===== src/rtl/core/slotmp_pkg.sv =====
// ----------------------------------------------------------------------------
// slotmp_pkg
// Shared types, codes and constants of the slot toolpath generator.
// ----------------------------------------------------------------------------
package slotmp_pkg;

  localparam int CoordW = 24;
  localparam int StepW  = 23;
  localparam int FeedW  = 20;
  localparam int CfgIdxW = 2;

  localparam int MAX_PASSES_DEF = 20;

  typedef logic signed [CoordW-1:0] coord_t;
  typedef logic [StepW-1:0]         step_t;
  typedef logic [FeedW-1:0]         feed_t;
  typedef logic [1:0]               kind_t;

  localparam kind_t KIND_RAPID  = 2'd0;
  localparam kind_t KIND_PLUNGE = 2'd1;
  localparam kind_t KIND_CUT    = 2'd2;

  typedef enum logic [CfgIdxW-1:0] {
    CFG_SAFE_HEIGHT = 2'd0,
    CFG_DEPTH_STEP  = 2'd1,
    CFG_PLUNGE_FEED = 2'd2,
    CFG_CUT_FEED    = 2'd3
  } cfg_idx_t;

  localparam coord_t SAFE_HEIGHT_RST = 24'sd5000;
  localparam step_t  DEPTH_STEP_RST  = 23'd1000;
  localparam feed_t  PLUNGE_FEED_RST = 20'd100;
  localparam feed_t  CUT_FEED_RST    = 20'd500;

  typedef struct packed {
    coord_t slot_start_x;
    coord_t slot_start_y;
    coord_t slot_end_x;
    coord_t slot_end_y;
    coord_t final_depth;
  } in_item_t;

  typedef struct packed {
    kind_t  segment_kind;
    coord_t from_x;
    coord_t from_y;
    coord_t from_z;
    coord_t to_x;
    coord_t to_y;
    coord_t to_z;
    feed_t  feed_rate;
    logic   last_segment;
    logic   pass_overflow;
  } out_item_t;

  typedef enum logic [2:0] {
    ST_IDLE,
    ST_FIRST,
    ST_PLUNGE,
    ST_CUT,
    ST_RETRACT,
    ST_FINAL
  } fsm_state_t;

  typedef enum logic [2:0] {
    SEG_FIRST,
    SEG_PLUNGE,
    SEG_CUT,
    SEG_RETRACT,
    SEG_FINAL
  } seg_sel_t;

  typedef struct packed {
    logic     capture;
    logic     load;
    seg_sel_t seg;
  } ctrl_cmd_t;

  typedef struct packed {
    logic go_now;
    logic go_after;
  } dp_status_t;

endpackage


===== src/rtl/core/slotmp_ctrl.sv =====
// ----------------------------------------------------------------------------
// slotmp_ctrl
// Segment sequencer: steps through rapid, plunge, cut and retract segments
// and owns the output valid flag.
// ----------------------------------------------------------------------------
module slotmp_ctrl (
  input  logic                   clk,
  input  logic                   rst_n,
  input  logic                   in_valid,
  output logic                   in_stall,
  output logic                   out_valid,
  input  logic                   out_stall,
  input  slotmp_pkg::dp_status_t status,
  output slotmp_pkg::ctrl_cmd_t  cmd
);
  import slotmp_pkg::*;

  fsm_state_t state_r, state_nxt;
  logic       out_valid_r, out_valid_nxt;
  logic       adv;

  assign adv       = !out_valid_r || !out_stall;
  assign in_stall  = (state_r != ST_IDLE);
  assign out_valid = out_valid_r;

  always_comb begin
    state_nxt = state_r;
    unique case (state_r)
      ST_IDLE:    if (in_valid) state_nxt = ST_FIRST;
      ST_FIRST:   if (adv) state_nxt = status.go_now ? ST_PLUNGE : ST_FINAL;
      ST_PLUNGE:  if (adv) state_nxt = ST_CUT;
      ST_CUT:     if (adv) state_nxt = ST_RETRACT;
      ST_RETRACT: if (adv) state_nxt = status.go_after ? ST_PLUNGE : ST_FINAL;
      ST_FINAL:   if (adv) state_nxt = ST_IDLE;
      default:    state_nxt = ST_IDLE;
    endcase
  end

  always_comb begin
    cmd.capture = (state_r == ST_IDLE) && in_valid;
    cmd.load    = (state_r != ST_IDLE) && adv;
    unique case (state_r)
      ST_FIRST:   cmd.seg = SEG_FIRST;
      ST_PLUNGE:  cmd.seg = SEG_PLUNGE;
      ST_CUT:     cmd.seg = SEG_CUT;
      ST_RETRACT: cmd.seg = SEG_RETRACT;
      ST_FINAL:   cmd.seg = SEG_FINAL;
      default:    cmd.seg = SEG_FIRST;
    endcase
  end

  always_comb begin
    priority if (cmd.load) begin
      out_valid_nxt = 1'b1;
    end else if (!out_stall) begin
      out_valid_nxt = 1'b0;
    end else begin
      out_valid_nxt = out_valid_r;
    end
  end

  always_ff @(posedge clk) begin
    if (!rst_n) begin
      state_r     <= ST_IDLE;
      out_valid_r <= 1'b0;
    end else begin
      state_r     <= state_nxt;
      out_valid_r <= out_valid_nxt;
    end
  end

  a_load_sets_valid: assert property (@(posedge clk) disable iff (!rst_n)
    cmd.load |=> out_valid_r)
    else $error("loaded segment not presented");

  a_stall_freezes: assert property (@(posedge clk) disable iff (!rst_n)
    (state_r != ST_IDLE && out_valid_r && out_stall) |=> $stable(state_r))
    else $error("sequencer advanced under output stall");

  a_final_ends: assert property (@(posedge clk) disable iff (!rst_n)
    (state_r == ST_FINAL && adv) |=> (state_r == ST_IDLE && out_valid_r))
    else $error("final segment did not close the command");

endmodule


===== src/rtl/core/slotmp_dp.sv =====
// ----------------------------------------------------------------------------
// slotmp_dp
// Datapath: configuration registers, command latch, pass depth tracking
// and the output segment register.
// ----------------------------------------------------------------------------
module slotmp_dp #(
  parameter int MaxPasses = slotmp_pkg::MAX_PASSES_DEF
) (
  input  logic                   clk,
  input  logic                   rst_n,
  input  logic                   cfg_we,
  input  logic [slotmp_pkg::CfgIdxW-1:0] cfg_index,
  input  logic [slotmp_pkg::CoordW-1:0]  cfg_data,
  input  slotmp_pkg::in_item_t   in_data,
  input  slotmp_pkg::ctrl_cmd_t  cmd,
  output slotmp_pkg::dp_status_t status,
  output slotmp_pkg::out_item_t  out_data
);
  import slotmp_pkg::*;

  localparam int CntW = $clog2(MaxPasses + 1);
  localparam logic [CntW-1:0] CntMax  = CntW'(MaxPasses);
  localparam logic [CntW-1:0] CntLast = CntW'(MaxPasses - 1);

  coord_t safe_height_r;
  step_t  depth_step_r;
  feed_t  plunge_feed_r;
  feed_t  cut_feed_r;

  in_item_t        cmd_r;
  coord_t          cur_r;
  coord_t          nz_r;
  logic            fwd_r;
  logic [CntW-1:0] pass_cnt_r;
  out_item_t       out_r, seg_nxt;

  logic signed [CoordW:0] diff;
  logic signed [CoordW:0] tgt_ext;
  coord_t nz_calc;
  coord_t fx, fy, tx, ty, lx, ly;

  always_ff @(posedge clk) begin
    if (!rst_n) begin
      safe_height_r <= SAFE_HEIGHT_RST;
      depth_step_r  <= DEPTH_STEP_RST;
      plunge_feed_r <= PLUNGE_FEED_RST;
      cut_feed_r    <= CUT_FEED_RST;
    end else if (cfg_we) begin
      unique case (cfg_idx_t'(cfg_index))
        CFG_SAFE_HEIGHT: safe_height_r <= cfg_data;
        CFG_DEPTH_STEP:  depth_step_r  <= cfg_data[StepW-1:0];
        CFG_PLUNGE_FEED: plunge_feed_r <= cfg_data[FeedW-1:0];
        CFG_CUT_FEED:    cut_feed_r    <= cfg_data[FeedW-1:0];
        default: ;
      endcase
    end
  end

  assign tgt_ext = {cmd_r.final_depth[CoordW-1], cmd_r.final_depth};
  assign diff    = {cur_r[CoordW-1], cur_r} - {2'b00, depth_step_r};
  assign nz_calc = (diff < tgt_ext) ? cmd_r.final_depth : diff[CoordW-1:0];

  assign fx = fwd_r ? cmd_r.slot_start_x : cmd_r.slot_end_x;
  assign fy = fwd_r ? cmd_r.slot_start_y : cmd_r.slot_end_y;
  assign tx = fwd_r ? cmd_r.slot_end_x   : cmd_r.slot_start_x;
  assign ty = fwd_r ? cmd_r.slot_end_y   : cmd_r.slot_start_y;
  assign lx = fx;
  assign ly = fy;

  assign status.go_now   = (cur_r > cmd_r.final_depth) && (pass_cnt_r < CntMax);
  assign status.go_after = (nz_r > cmd_r.final_depth) && (pass_cnt_r < CntLast);

  always_comb begin
    seg_nxt = '0;
    unique case (cmd.seg)
      SEG_FIRST: begin
        seg_nxt.segment_kind = KIND_RAPID;
        seg_nxt.from_z       = safe_height_r;
        seg_nxt.to_x         = cmd_r.slot_start_x;
        seg_nxt.to_y         = cmd_r.slot_start_y;
        seg_nxt.to_z         = safe_height_r;
      end
      SEG_PLUNGE: begin
        seg_nxt.segment_kind = KIND_PLUNGE;
        seg_nxt.from_x       = fx;
        seg_nxt.from_y       = fy;
        seg_nxt.from_z       = safe_height_r;
        seg_nxt.to_x         = fx;
        seg_nxt.to_y         = fy;
        seg_nxt.to_z         = nz_calc;
        seg_nxt.feed_rate    = plunge_feed_r;
      end
      SEG_CUT: begin
        seg_nxt.segment_kind = KIND_CUT;
        seg_nxt.from_x       = fx;
        seg_nxt.from_y       = fy;
        seg_nxt.from_z       = nz_r;
        seg_nxt.to_x         = tx;
        seg_nxt.to_y         = ty;
        seg_nxt.to_z         = nz_r;
        seg_nxt.feed_rate    = cut_feed_r;
      end
      SEG_RETRACT: begin
        seg_nxt.segment_kind = KIND_RAPID;
        seg_nxt.from_x       = tx;
        seg_nxt.from_y       = ty;
        seg_nxt.from_z       = nz_r;
        seg_nxt.to_x         = tx;
        seg_nxt.to_y         = ty;
        seg_nxt.to_z         = safe_height_r;
      end
      SEG_FINAL: begin
        seg_nxt.segment_kind  = KIND_RAPID;
        seg_nxt.from_x        = lx;
        seg_nxt.from_y        = ly;
        seg_nxt.from_z        = safe_height_r;
        seg_nxt.to_x          = cmd_r.slot_start_x;
        seg_nxt.to_y          = cmd_r.slot_start_y;
        seg_nxt.to_z          = safe_height_r;
        seg_nxt.last_segment  = 1'b1;
        seg_nxt.pass_overflow = (cur_r > cmd_r.final_depth);
      end
      default: seg_nxt = '0;
    endcase
  end

  always_ff @(posedge clk) begin
    if (cmd.capture) begin
      cmd_r      <= in_data;
      cur_r      <= '0;
      fwd_r      <= 1'b1;
      pass_cnt_r <= '0;
    end else if (cmd.load) begin
      if (cmd.seg == SEG_PLUNGE) begin
        nz_r <= nz_calc;
      end
      if (cmd.seg == SEG_RETRACT) begin
        cur_r      <= nz_r;
        fwd_r      <= !fwd_r;
        pass_cnt_r <= pass_cnt_r + 1'b1;
      end
    end
    if (cmd.load) begin
      out_r <= seg_nxt;
    end
  end

  assign out_data = out_r;

endmodule


===== src/rtl/core/slot_multipass_toolpath_gen_unit.sv =====
// ----------------------------------------------------------------------------
// slot_multipass_toolpath_gen_unit
// Multi-pass zigzag slot milling toolpath generator, top level.
// ----------------------------------------------------------------------------
// One command is taken at a time. It yields 2 + 3*P segments, P being the
// number of passes (at most MAX_PASSES), and the sequencer produces one
// segment per cycle into a single output register unless the output stalls;
// the command itself is captured before its first segment is loaded. The
// next command is accepted as soon as the final segment has been loaded,
// while that segment may still wait on the output. Configuration writes are
// taken every cycle and should only be made while no command is in flight.
module slot_multipass_toolpath_gen_unit #(
  parameter int MAX_PASSES = slotmp_pkg::MAX_PASSES_DEF
) (
  input  logic                           clk,
  input  logic                           rst_n,
  input  logic                           in_valid,
  output logic                           in_stall,
  input  slotmp_pkg::in_item_t           in_data,
  output logic                           out_valid,
  input  logic                           out_stall,
  output slotmp_pkg::out_item_t          out_data,
  input  logic                           cfg_valid,
  output logic                           cfg_ready,
  input  logic [slotmp_pkg::CfgIdxW-1:0] cfg_index,
  input  logic [slotmp_pkg::CoordW-1:0]  cfg_data
);
  import slotmp_pkg::*;

  ctrl_cmd_t  cmd;
  dp_status_t status;

  assign cfg_ready = 1'b1;

  slotmp_ctrl u_ctrl (
    .clk       (clk),
    .rst_n     (rst_n),
    .in_valid  (in_valid),
    .in_stall  (in_stall),
    .out_valid (out_valid),
    .out_stall (out_stall),
    .status    (status),
    .cmd       (cmd)
  );

  slotmp_dp #(
    .MaxPasses (MAX_PASSES)
  ) u_dp (
    .clk       (clk),
    .rst_n     (rst_n),
    .cfg_we    (cfg_valid && cfg_ready),
    .cfg_index (cfg_index),
    .cfg_data  (cfg_data),
    .in_data   (in_data),
    .cmd       (cmd),
    .status    (status),
    .out_data  (out_data)
  );

endmodule

===== config.mk =====
export PLATFORM = sky130hd
export DESIGN_NAME = slot_multipass_toolpath_gen_unit
export DESIGN_NICKNAME = d
export VERILOG_FILES = /design/src/rtl/core/slotmp_pkg.sv /design/src/rtl/core/slotmp_ctrl.sv /design/src/rtl/core/slotmp_dp.sv /design/src/rtl/core/slot_multipass_toolpath_gen_unit.sv
export SDC_FILE = /design/constraint.sdc
export NUM_CORES = 1
export LEC_CHECK = 0
export ABC_AREA = 1
export BUFFER_PORTS_ARGS = -buffer_cell sky130_fd_sc_hd__buf_2
export CORE_ASPECT_RATIO = 2
export CORE_MARGIN = 2
export CORE_UTILIZATION = 30
export DETAILED_ROUTE_END_ITERATION = 12
export PLACE_DENSITY = 0.5
export SLEW_MARGIN = 20
export SYNTH_ARGS = -nofsm -noshare
export SYNTH_HDL_FRONTEND = slang
export SYNTH_SLANG_ARGS = --single-unit

===== constraint.sdc =====
create_clock -name clk -period 25.5 [get_ports clk]
set_input_delay 5.1 -clock clk [delete_from_list [all_inputs] [get_ports clk]]
set_output_delay 5.1 -clock clk [all_outputs]
set_load 0.05 [all_outputs]

; Word level (Yosys, flattened, before mapping)
; Cells that the tools add are included.
; Widths: inputs -> output; s select.
[op_classes]
n_addsub = 2
n_lt_le_gt_ge = 5
n_eq_ne = 19
n_mux = 22
n_bitwise = 1
reduce_logical = 21
[ops]
columns = op, n
row1 = $pmux 96 s4, 1
row2 = $mux 24, 5
row3 = $pmux 48 s2, 1
row4 = $gt 24x24->1, 2
row5 = $pmux 20 s2, 1
row6 = $lt 25x24->1, 1
row7 = $sub 24x24->25, 1
row8 = $mux 3, 8
row9 = $pmux 3 s6, 1
row10 = $eq 3x2->1 const B, 4
row11 = $ne 2x1->1 const B, 6
row12 = $pmux 3 s4, 1
row13 = $lt 5x5->1 const B, 2
row14 = $reduce_and 2->1, 5
row15 = $eq 3x3->1 const B, 3
row16 = $eq 3x1->1 const B, 2
row17 = $logic_not 3->1, 2
row18 = $reduce_and 6->1, 1
row19 = $add 5x1->5 const B, 1
row20 = $eq 2x2->1 const B, 2
row21 = $logic_and 1x1->1, 4
row22 = $pmux 2 s2, 1
row23 = $logic_not 1->1, 3
row24 = $reduce_and 3->1, 1
row25 = 10 further kinds, 11
[word_totals]
reg_bits = 433
output_inout_bits = 171
word_cells = 95

; Longest topological paths before layout
; Gate-level depths: netlist of the first run.
[logic_depth]
ltp_word = 5
ltp_mapped = 29

; Hierarchy
; Synthesis of the first run repeated with hierarchy kept, for this count alone.
[hier_totals]
cells_unflattened = 2323
area_unflattened_um2 = 21219.1
[by_module_without_submodules]
columns = mod, n_inst, cells_each, area_each_um2, seq_area_each_um2
row1 = slotmp_dp, 1, 2269, 20890.0, 11711.2
row2 = slotmp_ctrl, 1, 52, 317.8, 80.1
row3 = slot_multipass_toolpath_gen_unit, 1, 2, 11.3, 0.0

; Worst setup path before layout of the first run
; OpenSTA, ideal clock, no wires.
[synth_timing]
kind = input to register
from = input out_stall
to = register u_ctrl.state_r[0]
setup_time_ps = 70
t_arrival_ps = 13286
path_slack_ps = 12144
path_stages = 7
cell_sequence = nand2_1 inv_1 nor2_1 a21oi_1 nand2_1 nand2_1 a21oi_1
[synth_between]
elab_chain_len = 4
[synth_lines]
columns = element, line_no
row1 = from (decl), slot_multipass_toolpath_gen_unit.sv:21  ; input logic out_stall,
row2 = $logic_not 1->1 *, slotmp_ctrl.sv:22  ; assign adv = !out_valid_r || !out_stall;
row3 = $logic_or 1x1->1 *, slotmp_ctrl.sv:22
row4 = $ne 2x1->1 (no source line), -
row5 = $reduce_and 6->1 (no source line) *, -
row6 = to (signal assigned), slotmp_ctrl.sv:67  ; state_r <= state_nxt;
row7 = to (decl), slotmp_ctrl.sv:18  ; fsm_state_t state_r, state_nxt;
; Mark *: on every way between the ends. The rest lies on a longest branch, timed or not.
; A chain may end at the register's enable or synchronous reset.

; Final worst setup path of the first run
[layout_timing]
from = register u_ctrl.state_r[2]
to = output in_stall
[layout_between]
elab_chain_len = 1
[layout_lines]
columns = element, line_no
row1 = $reduce_bool 3->1, slotmp_ctrl.sv:23  ; assign in_stall = (state_r != ST_IDLE);
row2 = to (decl), slot_multipass_toolpath_gen_unit.sv:18  ; output logic in_stall,
; No other way between the ends.

==> results of run 1 <==
sequential cells by signal, summed over array words and instances (netlist names):
register	count
u_dp.out_data	168
u_dp.pass_cnt_r	5
u_dp.plunge_feed_r	20
u_dp.safe_height_r	24
u_dp.depth_step_r	23
u_dp.cmd_r	120
u_dp.nz_r	24
u_dp.cur_r	24
u_dp.cut_feed_r	20
u_ctrl.out_valid	1
u_ctrl.state_r	3
u_dp.fwd_r	1
placed cells by master, fill, tap and decap left out, types with 20 or more instances in the layout:
| master | n |
|---|---|
| o21ai_0 | 326 |
| clkbuf_16 | 46 |
| edfxtp_1 | 312 |
| ha_1 | 96 |
| o211ai_1 | 32 |
| buf_2 | 320 |
| nand2_1 | 474 |
| a22oi_1 | 45 |
| nor2_1 | 122 |
| buf_4 | 20 |
| and2_1 | 24 |
| dfxtp_1 | 120 |
| nand3_1 | 117 |
| a21oi_1 | 115 |
| inv_1 | 259 |
cells in the mapped netlist (24+ instances only):
| cell | count | share of area, % |
|---|---|---|
| a21oi_1 | 115 | 2.7 |
| a22oi_1 | 45 | 1.6 |
| and2_1 | 24 | 0.72 |
| clkbuf_1 | 82 | 1.5 |
| dfxtp_1 | 121 | 12 |
| edfxtp_1 | 312 | 45 |
| ha_1 | 96 | 5.7 |
| inv_1 | 259 | 4.6 |
| nand2_1 | 474 | 8.5 |
| nand3_1 | 117 | 2.8 |
| nor2_1 | 126 | 2.3 |
| o211ai_1 | 32 | 1.1 |
| o21ai_0 | 326 | 7.8 |
critical path, stage by stage, from the launching register on:
cell and delay, ns:
dfxtp_1 0.40, nor2_1 0.19, inv_1 0.11, nor2_1 0.25, inv_1 0.15, buf_2 0.24
cell type report:
cell class / count / area share, %
antenna: 6 / 0.0600
inverter: 266 / 4.02
timing repair buffer: 341 / 7.11
sequential: 433 / 47.2
clock buffer: 62 / 5.00
clock inverter: 20 / 1.07
tap: 903 / 4.52
multi-input combinational: 1459 / 31.1
metal layers:
metal  share of wire (%)  up-vias  GRT usage, %
li1                    -     8316             -
met1                  46     7921          25.7
met2                  44      605          28.4
met3                 8.3      102          4.39
met4                 2.5        6          5.24
met5               0.050        -             0
through the flow:
stage	hold WS [ns]	setup WS, ns
6_report	0.450	18.44
5_1_grt	0.464	18.29
4_1_cts	0.450	18.42
3_5_place_dp	0.439	18.09
3_3_place_gp	0.435	18.10
2_1_floorplan	0.425	12.14
path summary, 6_finish.rpt:
check | startpoint | end | depth (start not counted)
setup / recovery | u_ctrl.state_r[2] | in_stall | 5
hold / removal | u_dp.cut_feed_r[10] | u_dp.cut_feed_r[10] | 2
setup reg to reg | u_dp.cur_r[0] | u_dp.out_data[44] | 28
hold reg to reg | u_dp.cut_feed_r[10] | u_dp.cut_feed_r[10] | 2
kinds of logic after synthesis:
family                   after synthesis  synth area share, %
XOR/XNOR                              17                0.710
flip-flops                           433                 56.2
AO/OA/AOI/OAI                        558                 14.7
AND/OR/NAND/NOR                      786                 15.6
other                                  1               0.0179
adder cells (fa/ha/maj)               97                 5.82
buffers and inverters                374                 6.87
==> out/results.tsv, run 1 <==
stage	metric	value	unit
timing	drv_slew	0	
worst_setup_path	end_kind	primary output	
flow_run	cap_violations	0	
timing	setup_viol	0	
route	wl	67700	µm
timing	tns	0	ns
route	first_pass_iters	5	
clock_tree	clockBufferDepth	3	
floorplan	dieArea	0.0722	mm²
timing	max_clock_freq	0.142	GHz
timing	maxSlewHeadroom	30.1	%
synth	synth_edf_count	312	
cells_and_area	final_nets	2794	
global_routing	grt_max_degree	99	
clock_tree	cts_buffers	45	
placed_design	place_area	0.0235	mm²
floorplan	coreArea	0.0694	mm²
global_routing	grt_usage	18.4	%
clock_tree	cts-root-buf	clkbuf_16	
clock_tree	cts.repair.resized	0	
worst_setup_path	r2r_slack	20.46	ns
timing	rsz0062_at_grt	no	
route	route.vias.total	17000	
worst_setup_path	critPathMaxFanout	7	
route	ant_nets	0	
clock_tree	cts_tree	built	
worst_setup_path	cp.required	20.40	ns
placed_design	dpl.cell_count	3402	
route	wire_per_inst	19.4	µm
cells_and_area	layout-drive-gt1-share	16.9	%
min_path	min_path_type	register to register	
worst_setup_path	cp.arrival	1.96	ns
clock_tree	cts_max_level	2	
synth	avgSynthCellArea	9.25	µm²
global_routing	antenna_found_initial	9	
route	drc	0	
synth	yosys_register_bits	433	
cells_and_area	multi_input_area	0.00777	mm²
synth	syn_area	0.0210	mm²
floorplan	die_h	378	µm
worst_setup_path	worstSetupPathType	register to primary output	
route	drtIter0Drc	1025	
cells_and_area	syn_to_final_growth	19.3	%
floorplan	ios	322	
outcome	status	finished clean	
cells_and_area	instances_no_fill	3490	
synth	ys_warn_count	0	
route	vias_per_cell	4.86	
cells_and_area	fillers	7119	
cells_and_area	post-route-util	36.0	%
synth	synth.distinct_cells	46	
floorplan	rows	137	
global_routing	first_global_vias	16100	
global_routing	grt_pass1_wl	99900	µm
placed_design	gp_congestion	0.881	
synth	syn_nets	2514	
placed_design	dp_hpwl	45800	µm
timing	worst_pin_slew	1.05	ns
timing	hold_viol	0	
cells_and_area	stdcell_area	0.0250	mm²
synth	synthCells	2266	
floorplan	initial_core_util	30.2	%
cells_and_area	seq_area	0.0118	mm²
clock_tree	clk_latency	0.62	ns
clock_tree	cts_hold_buf	0	
synth	synth-async-reset-ratio	0	%
clock_tree	cts_sinks	433	
worst_setup_path	start_kind	register	
global_routing	grt-ovfl-total	0	
clock_tree	clk_pin_slew	0.06	ns
clock_tree	cts_setup_buffers	0	
synth	ys_seq_area_share	56.2	%
timing	fin_crit	7.06	ns
placed_design	port_buffers	320	
timing	fin_worst_skew	0.0303	ns
timing	period_share	27.7	%
floorplan	fp.dieW	191	µm
synth	synthFlopType	edfxtp_1	
Power of run 1 is not shown: default switching activity piles up to over one toggle a cycle in this logic, so the estimate is an artifact.
==> run 2, diff against run 1 <==
Settings changed: PLACE_DENSITY 0.5 to 0.51.
Clock period 25.5 ns to 6 ns, I/O delays scaled along.
==> out/results.tsv, run 2 (synthesis results as in run 1) <==
stage	metric	value	unit	change
outcome	status	finished clean		
cells_and_area	syn_to_final_growth	19.2	%	about the same
cells_and_area	fillers	7094		-0.35%
worst_setup_path	cp.arrival	4.99	ns	+3.03 ns
timing	fin_worst_skew	0.0298	ns	-0.000484 ns
worst_setup_path	cp.required	6.35	ns	-14.05 ns
flow_run	cap_violations	0		unchanged
cells_and_area	final_nets	2797		+0.11%
timing	setup_viol	0		unchanged
floorplan	fp.dieW	191	µm	unchanged
timing	tns	0	ns	unchanged
timing	fin_crit	4.64	ns	
global_routing	grtUsageMet1	25.9	%	+0.20 points
floorplan	coreArea	0.0694	mm²	unchanged
global_routing	antenna_found_initial	7		-2
min_path	min_path_type	register to register		
timing	worst_pin_slew	1.08	ns	+0.0274 ns
floorplan	rows	137		unchanged
floorplan	ios	322		unchanged
global_routing	first_global_vias	16100		+0.25%
cells_and_area	layout-drive-gt1-share	17.0	%	+0.058 points
global_routing	grt_use_met2	29.3	%	+0.98 points
global_routing	grt_pass1_wl	101000	µm	+1.4%
timing	whs	0.449	ns	-0.000986 ns
floorplan	dieArea	0.0722	mm²	unchanged
route	first_pass_iters	6		+1
clock_tree	cts_max_level	2		unchanged
cells_and_area	seq_area	0.0118	mm²	unchanged
worst_setup_path	critPathMaxFanout	25		+18
route	wire_per_inst	19.7	µm	+1.6%
floorplan	die_h	378	µm	unchanged
worst_setup_path	end_kind	register		
cells_and_area	layout_common_cells	474 x nand2_1, 326 x o21ai_0, 320 x buf_2		
timing	rsz0062_at_grt	no		
clock_tree	cts-root-buf	clkbuf_16		
timing	hold_viol	0		unchanged
route	ant_nets	0		unchanged
global_routing	grt_usage	18.8	%	+0.33 points
cells_and_area	multi_input_area	0.00777	mm²	unchanged
timing	maxSlewHeadroom	28.2	%	-1.8 points
clock_tree	cts_setup_buffers	0		unchanged
global_routing	top_usage_layer	met2		
clock_tree	cts_tree	built		
clock_tree	clk_latency	0.60	ns	-0.02 ns
clock_tree	clockBufferDepth	3		unchanged
clock_tree	clk_pin_slew	0.08	ns	+0.02 ns
global_routing	grt_use_met3	4.68	%	+0.29 points
route	wl	68800	µm	+1.7%
floorplan	initial_core_util	30.2	%	unchanged
placed_design	dp_hpwl	46700	µm	+1.8%
timing	drv_slew	0		unchanged
timing	max_clock_freq	0.216	GHz	
clock_tree	cts_buffers	46		+2.2%
clock_tree	cts_hold_buf	0		unchanged
clock_tree	cts_sinks	433		unchanged
global_routing	grt-ovfl-total	0		unchanged
route	vias_per_cell	4.91		+1.2%
placed_design	port_buffers	320		unchanged
route	drc	0		unchanged
clock_tree	cts.repair.resized	0		unchanged
cells_and_area	final_common_cell	nand2_1		
global_routing	grt_max_degree	98		-1.0%
worst_setup_path	worstSetupPathType	register to register		
placed_design	gp_congestion	0.934		+6.0%
route	route.vias.total	17200		+1.2%
timing	period_share	77.3	%	
worst_setup_path	start_kind	register		
route	drtIter0Drc	1141		+11%
cells_and_area	largest_reg_flops	168		unchanged
[run 2: changes by cell type in the layout (fill, tap and decap cells not counted), moves of 2 or more]
cell       change
clkbuf_8       -3
clkinv_2       +3
clkinv_1       +3
buf_12         +2
clkbuf_1       -2
clkbuf_16      +2
[run 2: stage by stage]
step	setup slack, ns	cells	instance area (µm²)	util (%)
after global placement	1.46	3404	23500	33.8
after detailed placement	1.41	3404	23500	33.8
after global routing	0.930	3489	25000	36.0
final	1.36	3492	25000	36.0
after CTS	1.37	3487	25000	36.0
after floorplan	1.15	2266	21000	-
[run 2: cell type report]
class	instances	share of cell area, %
flip-flops and latches	433	47.2
multi-input cells	1459	31.1
clock inverters	23	0.951
clock buffers	60	5.04
well taps	903	4.52
diodes	5	0.0500
inverters	266	4.02
repair buffers	343	7.20
[run 2: final timing paths]
check,start,to,slack [ns],cells past startpoint
worst max-delay path,u_dp.cur_r[0],u_dp.nz_r[22],1.36,24
worst min-delay path,u_dp.cut_feed_r[16],u_dp.cut_feed_r[16],0.45,2
worst min register to register,u_dp.cut_feed_r[16],u_dp.cut_feed_r[16],0.45,2
worst max register to register,u_dp.cur_r[0],u_dp.nz_r[22],1.36,24
[run 2: critical path, stage by stage (launching register included)]
cell      delay, ns
dfxtp_1        0.32
inv_1          0.09
ha_1           0.15
inv_1          0.06
fa_1           0.41
nand2_1        0.09
nand3_1        0.08
o21ai_2        0.10
o21ai_0        0.16
nand3_1        0.10
nand2_1        0.14
a21boi_0       0.24
xor2_1         0.29
inv_1          0.09
ha_1           0.30
a21oi_1        0.13
o21ai_0        0.10
nand2_1        0.07
nand3_1        0.10
nor2_1         0.20
nand2_4        0.25
nand2_2        0.14
buf_4          0.38
o21ai_0        0.20
and2_1         0.18
[run 2: per-layer routing]
metal	vias to the layer above	routed length (µm)
met4	8	1430
met5	-	54
met1	8128	31300
li1	8314	-
met2	616	30500
met3	93	5560
Power of run 2 is left out for the same reason.
==> run 3, diff against run 2 <==
Settings changed: PLACE_DENSITY 0.51 to 0.5.
Clock period 6 ns to 4.6 ns, I/O delays scaled along.
==> out/results.tsv, run 3 (synthesis results as in run 1) <==
stage	metric	value	unit	change
timing	max_clock_freq	0.241	GHz	+12%
cells_and_area	layout-drive-gt1-share	17.0	%	about the same
route	drtIter0Drc	1196		+4.8%
placed_design	dp_slack	0.360	ns	-1.05 ns
global_routing	antenna_found_initial	10		+3
global_routing	grt-ovfl-total	0		unchanged
route	first_pass_iters	7		+1
clock_tree	clk_latency	0.61	ns	about the same
worst_setup_path	crit_slowest_cell	ha_1		
route	wire_per_inst	19.9	µm	+0.91%
timing	fin_crit	4.15	ns	-0.487 ns
clock_tree	cts_hold_buf	0		unchanged
worst_setup_path	critPathTopFamily	simple AND/OR/NAND/NOR gates		
route	drc	0		unchanged
clock_tree	clockBufferDepth	3		unchanged
worst_setup_path	critPathMaxFanout	19		-24%
floorplan	dieArea	0.0722	mm²	unchanged
cells_and_area	final_nets	2802		+0.18%
route	wl	69500	µm	+0.96%
cells_and_area	instances_no_fill	3494		+0.057%
route	ant_nets	0		unchanged
cells_and_area	largest_reg_flops	168		unchanged
timing	tns	0	ns	unchanged
flow_run	cap_violations	0		unchanged
worst_setup_path	rr_worst_depth	26		+8.3%
worst_setup_path	critical_path_buf_inv_count	5		+1
worst_setup_path	cp.arrival	4.49	ns	-0.50 ns
min_path	whs_path_depth	2		unchanged
worst_setup_path	end_kind	register		
worst_setup_path	r2r-start	u_dp.cur_r[0]		
timing	fin_worst_skew	0.0258	ns	-0.00399 ns
min_path	hold_path_end	u_dp.cut_feed_r[18]		
placed_design	gp_congestion	0.940		+0.62%
floorplan	ios	322		unchanged
worst_setup_path	r2r_slack	0.45	ns	-0.91 ns
floorplan	rows	137		unchanged
worst_setup_path	start_kind	register		
timing	rsz0062_at_grt	no		
timing	worst_pin_slew	1.03	ns	-0.0486 ns
global_routing	first_global_vias	16600		+3.2%
clock_tree	cts_max_level	2		unchanged
clock_tree	cts-root-buf	clkbuf_16		
floorplan	fp.dieW	191	µm	unchanged
cells_and_area	syn_to_final_growth	19.5	%	
min_path	min_from	u_dp.cut_feed_r[18]		
timing	drv_slew	0		unchanged
cells_and_area	layout_common_cells	474 x nand2_1, 326 x o21ai_0, 319 x buf_2		
floorplan	die_h	378	µm	unchanged
worst_setup_path	cpPeakStageDelay	0.36	ns	-0.05 ns
global_routing	grt_usage	19.0	%	+0.27 points
worst_setup_path	crit_cells	26		+8.3%
floorplan	coreArea	0.0694	mm²	unchanged
clock_tree	clk_pin_slew	0.07	ns	about the same
timing	maxSlewHeadroom	31.5	%	+3.2 points
global_routing	grt_pass1_wl	103000	µm	+2.0%
worst_setup_path	crit_path_frequent_cell	nand2_1		
min_path	min_path_type	register to register		
worst_setup_path	r2r_end	u_dp.out_data[28]		
worst_setup_path	cp.required	4.94	ns	-1.41 ns
cells_and_area	fillers	7132		+0.54%
outcome	status	finished clean		
placed_design	port_buffers	320		unchanged
timing	period_share	90.2	%	+13 points
route	vias_per_cell	4.95		+0.74%
floorplan	initial_core_util	30.2	%	unchanged
timing	fin_ws	0.451	ns	-0.913 ns
clock_tree	cts_sinks	433		unchanged
global_routing	grt_max_degree	109		+11%
clock_tree	cts_buffers	45		-2.2%
cells_and_area	final_common_cell	nand2_1		
timing	setup_viol	0		unchanged
placed_design	dp_hpwl	46900	µm	+0.50%
clock_tree	cts_tree	built		
placed_design	dpl.cell_count	3410		+0.18%
worst_setup_path	worstSetupPathType	register to register		
timing	hold_viol	0		unchanged
route	route.vias.total	17300		+0.80%
run 3: cell count changes in the layout (fill, tap and decap cells not counted), sizes merged:
| cell | previous run | this run |
|---|---|---|
| buf | 343 | 349 |
| bufinv | 4 | 5 |
| clkbuf | 60 | 57 |
| diode | 5 | 3 |
run 3: how the worst max path moves through the flow:
stage                     slack [ns]          start                end
after floorplan                 0.03       in_valid      u_dp.cmd_r[0]
after global placement          0.45  u_dp.cur_r[0]       u_dp.nz_r[3]
after detailed placement        0.36  u_dp.cur_r[0]      u_dp.nz_r[20]
after CTS                       0.34  u_dp.cur_r[0]      u_dp.nz_r[17]
after global routing            0.08  u_dp.cur_r[0]       u_dp.nz_r[6]
final                           0.45  u_dp.cur_r[0]  u_dp.out_data[28]
run 3: cell type report:
cell class	count	area (µm²)	area share, %
Antenna cell	3	7.51	0.0300
Clock buffer	57	1180	4.71
Clock inverter	24	273	1.09
Inverter	266	1000	4.01
Multi-Input combinational cell	1459	7770	31.0
Sequential cell	433	11800	47.1
Tap cell	903	1130	4.51
Timing Repair Buffer	349	1890	7.54
run 3: metrics by stage:
stage	hold slack [ns]	cell area (µm²)	utilization (%)
after detailed placement	0.442	23600	34.0
after global placement	0.432	23600	34.0
after global routing	0.460	25000	36.1
after CTS	0.446	25000	36.1
after floorplan	0.425	21000	-
final	0.447	25100	36.1
run 3: timing repair:
item	4_1_cts	5_1_grt
setup endpoints to repair	0	37
buffers inserted	0	0
resized for setup	0	2
run 3: worst reg2reg max path: cells and delay by family (launching register included):
family	cells	cell delay, ns
buffers and inverters	5	0.65
AND/OR/NAND/NOR	12	1.13
adder cells (fa/ha/maj)	3	0.76
flip-flops	1	0.32
AO/OA/AOI/OAI	6	1.04
run 3: metal layers:
| layer | track usage (%) | vias to the layer above | routed length [µm] |
|---|---|---|---|
| met5 | 0 | - | 98 |
| li1 | - | 8333 | - |
| met2 | 29.7 | 683 | 30900 |
| met4 | 4.87 | 16 | 1370 |
| met1 | 26.2 | 8163 | 30900 |
| met3 | 4.87 | 101 | 6230 |
Power of run 3 is left out for the same reason.
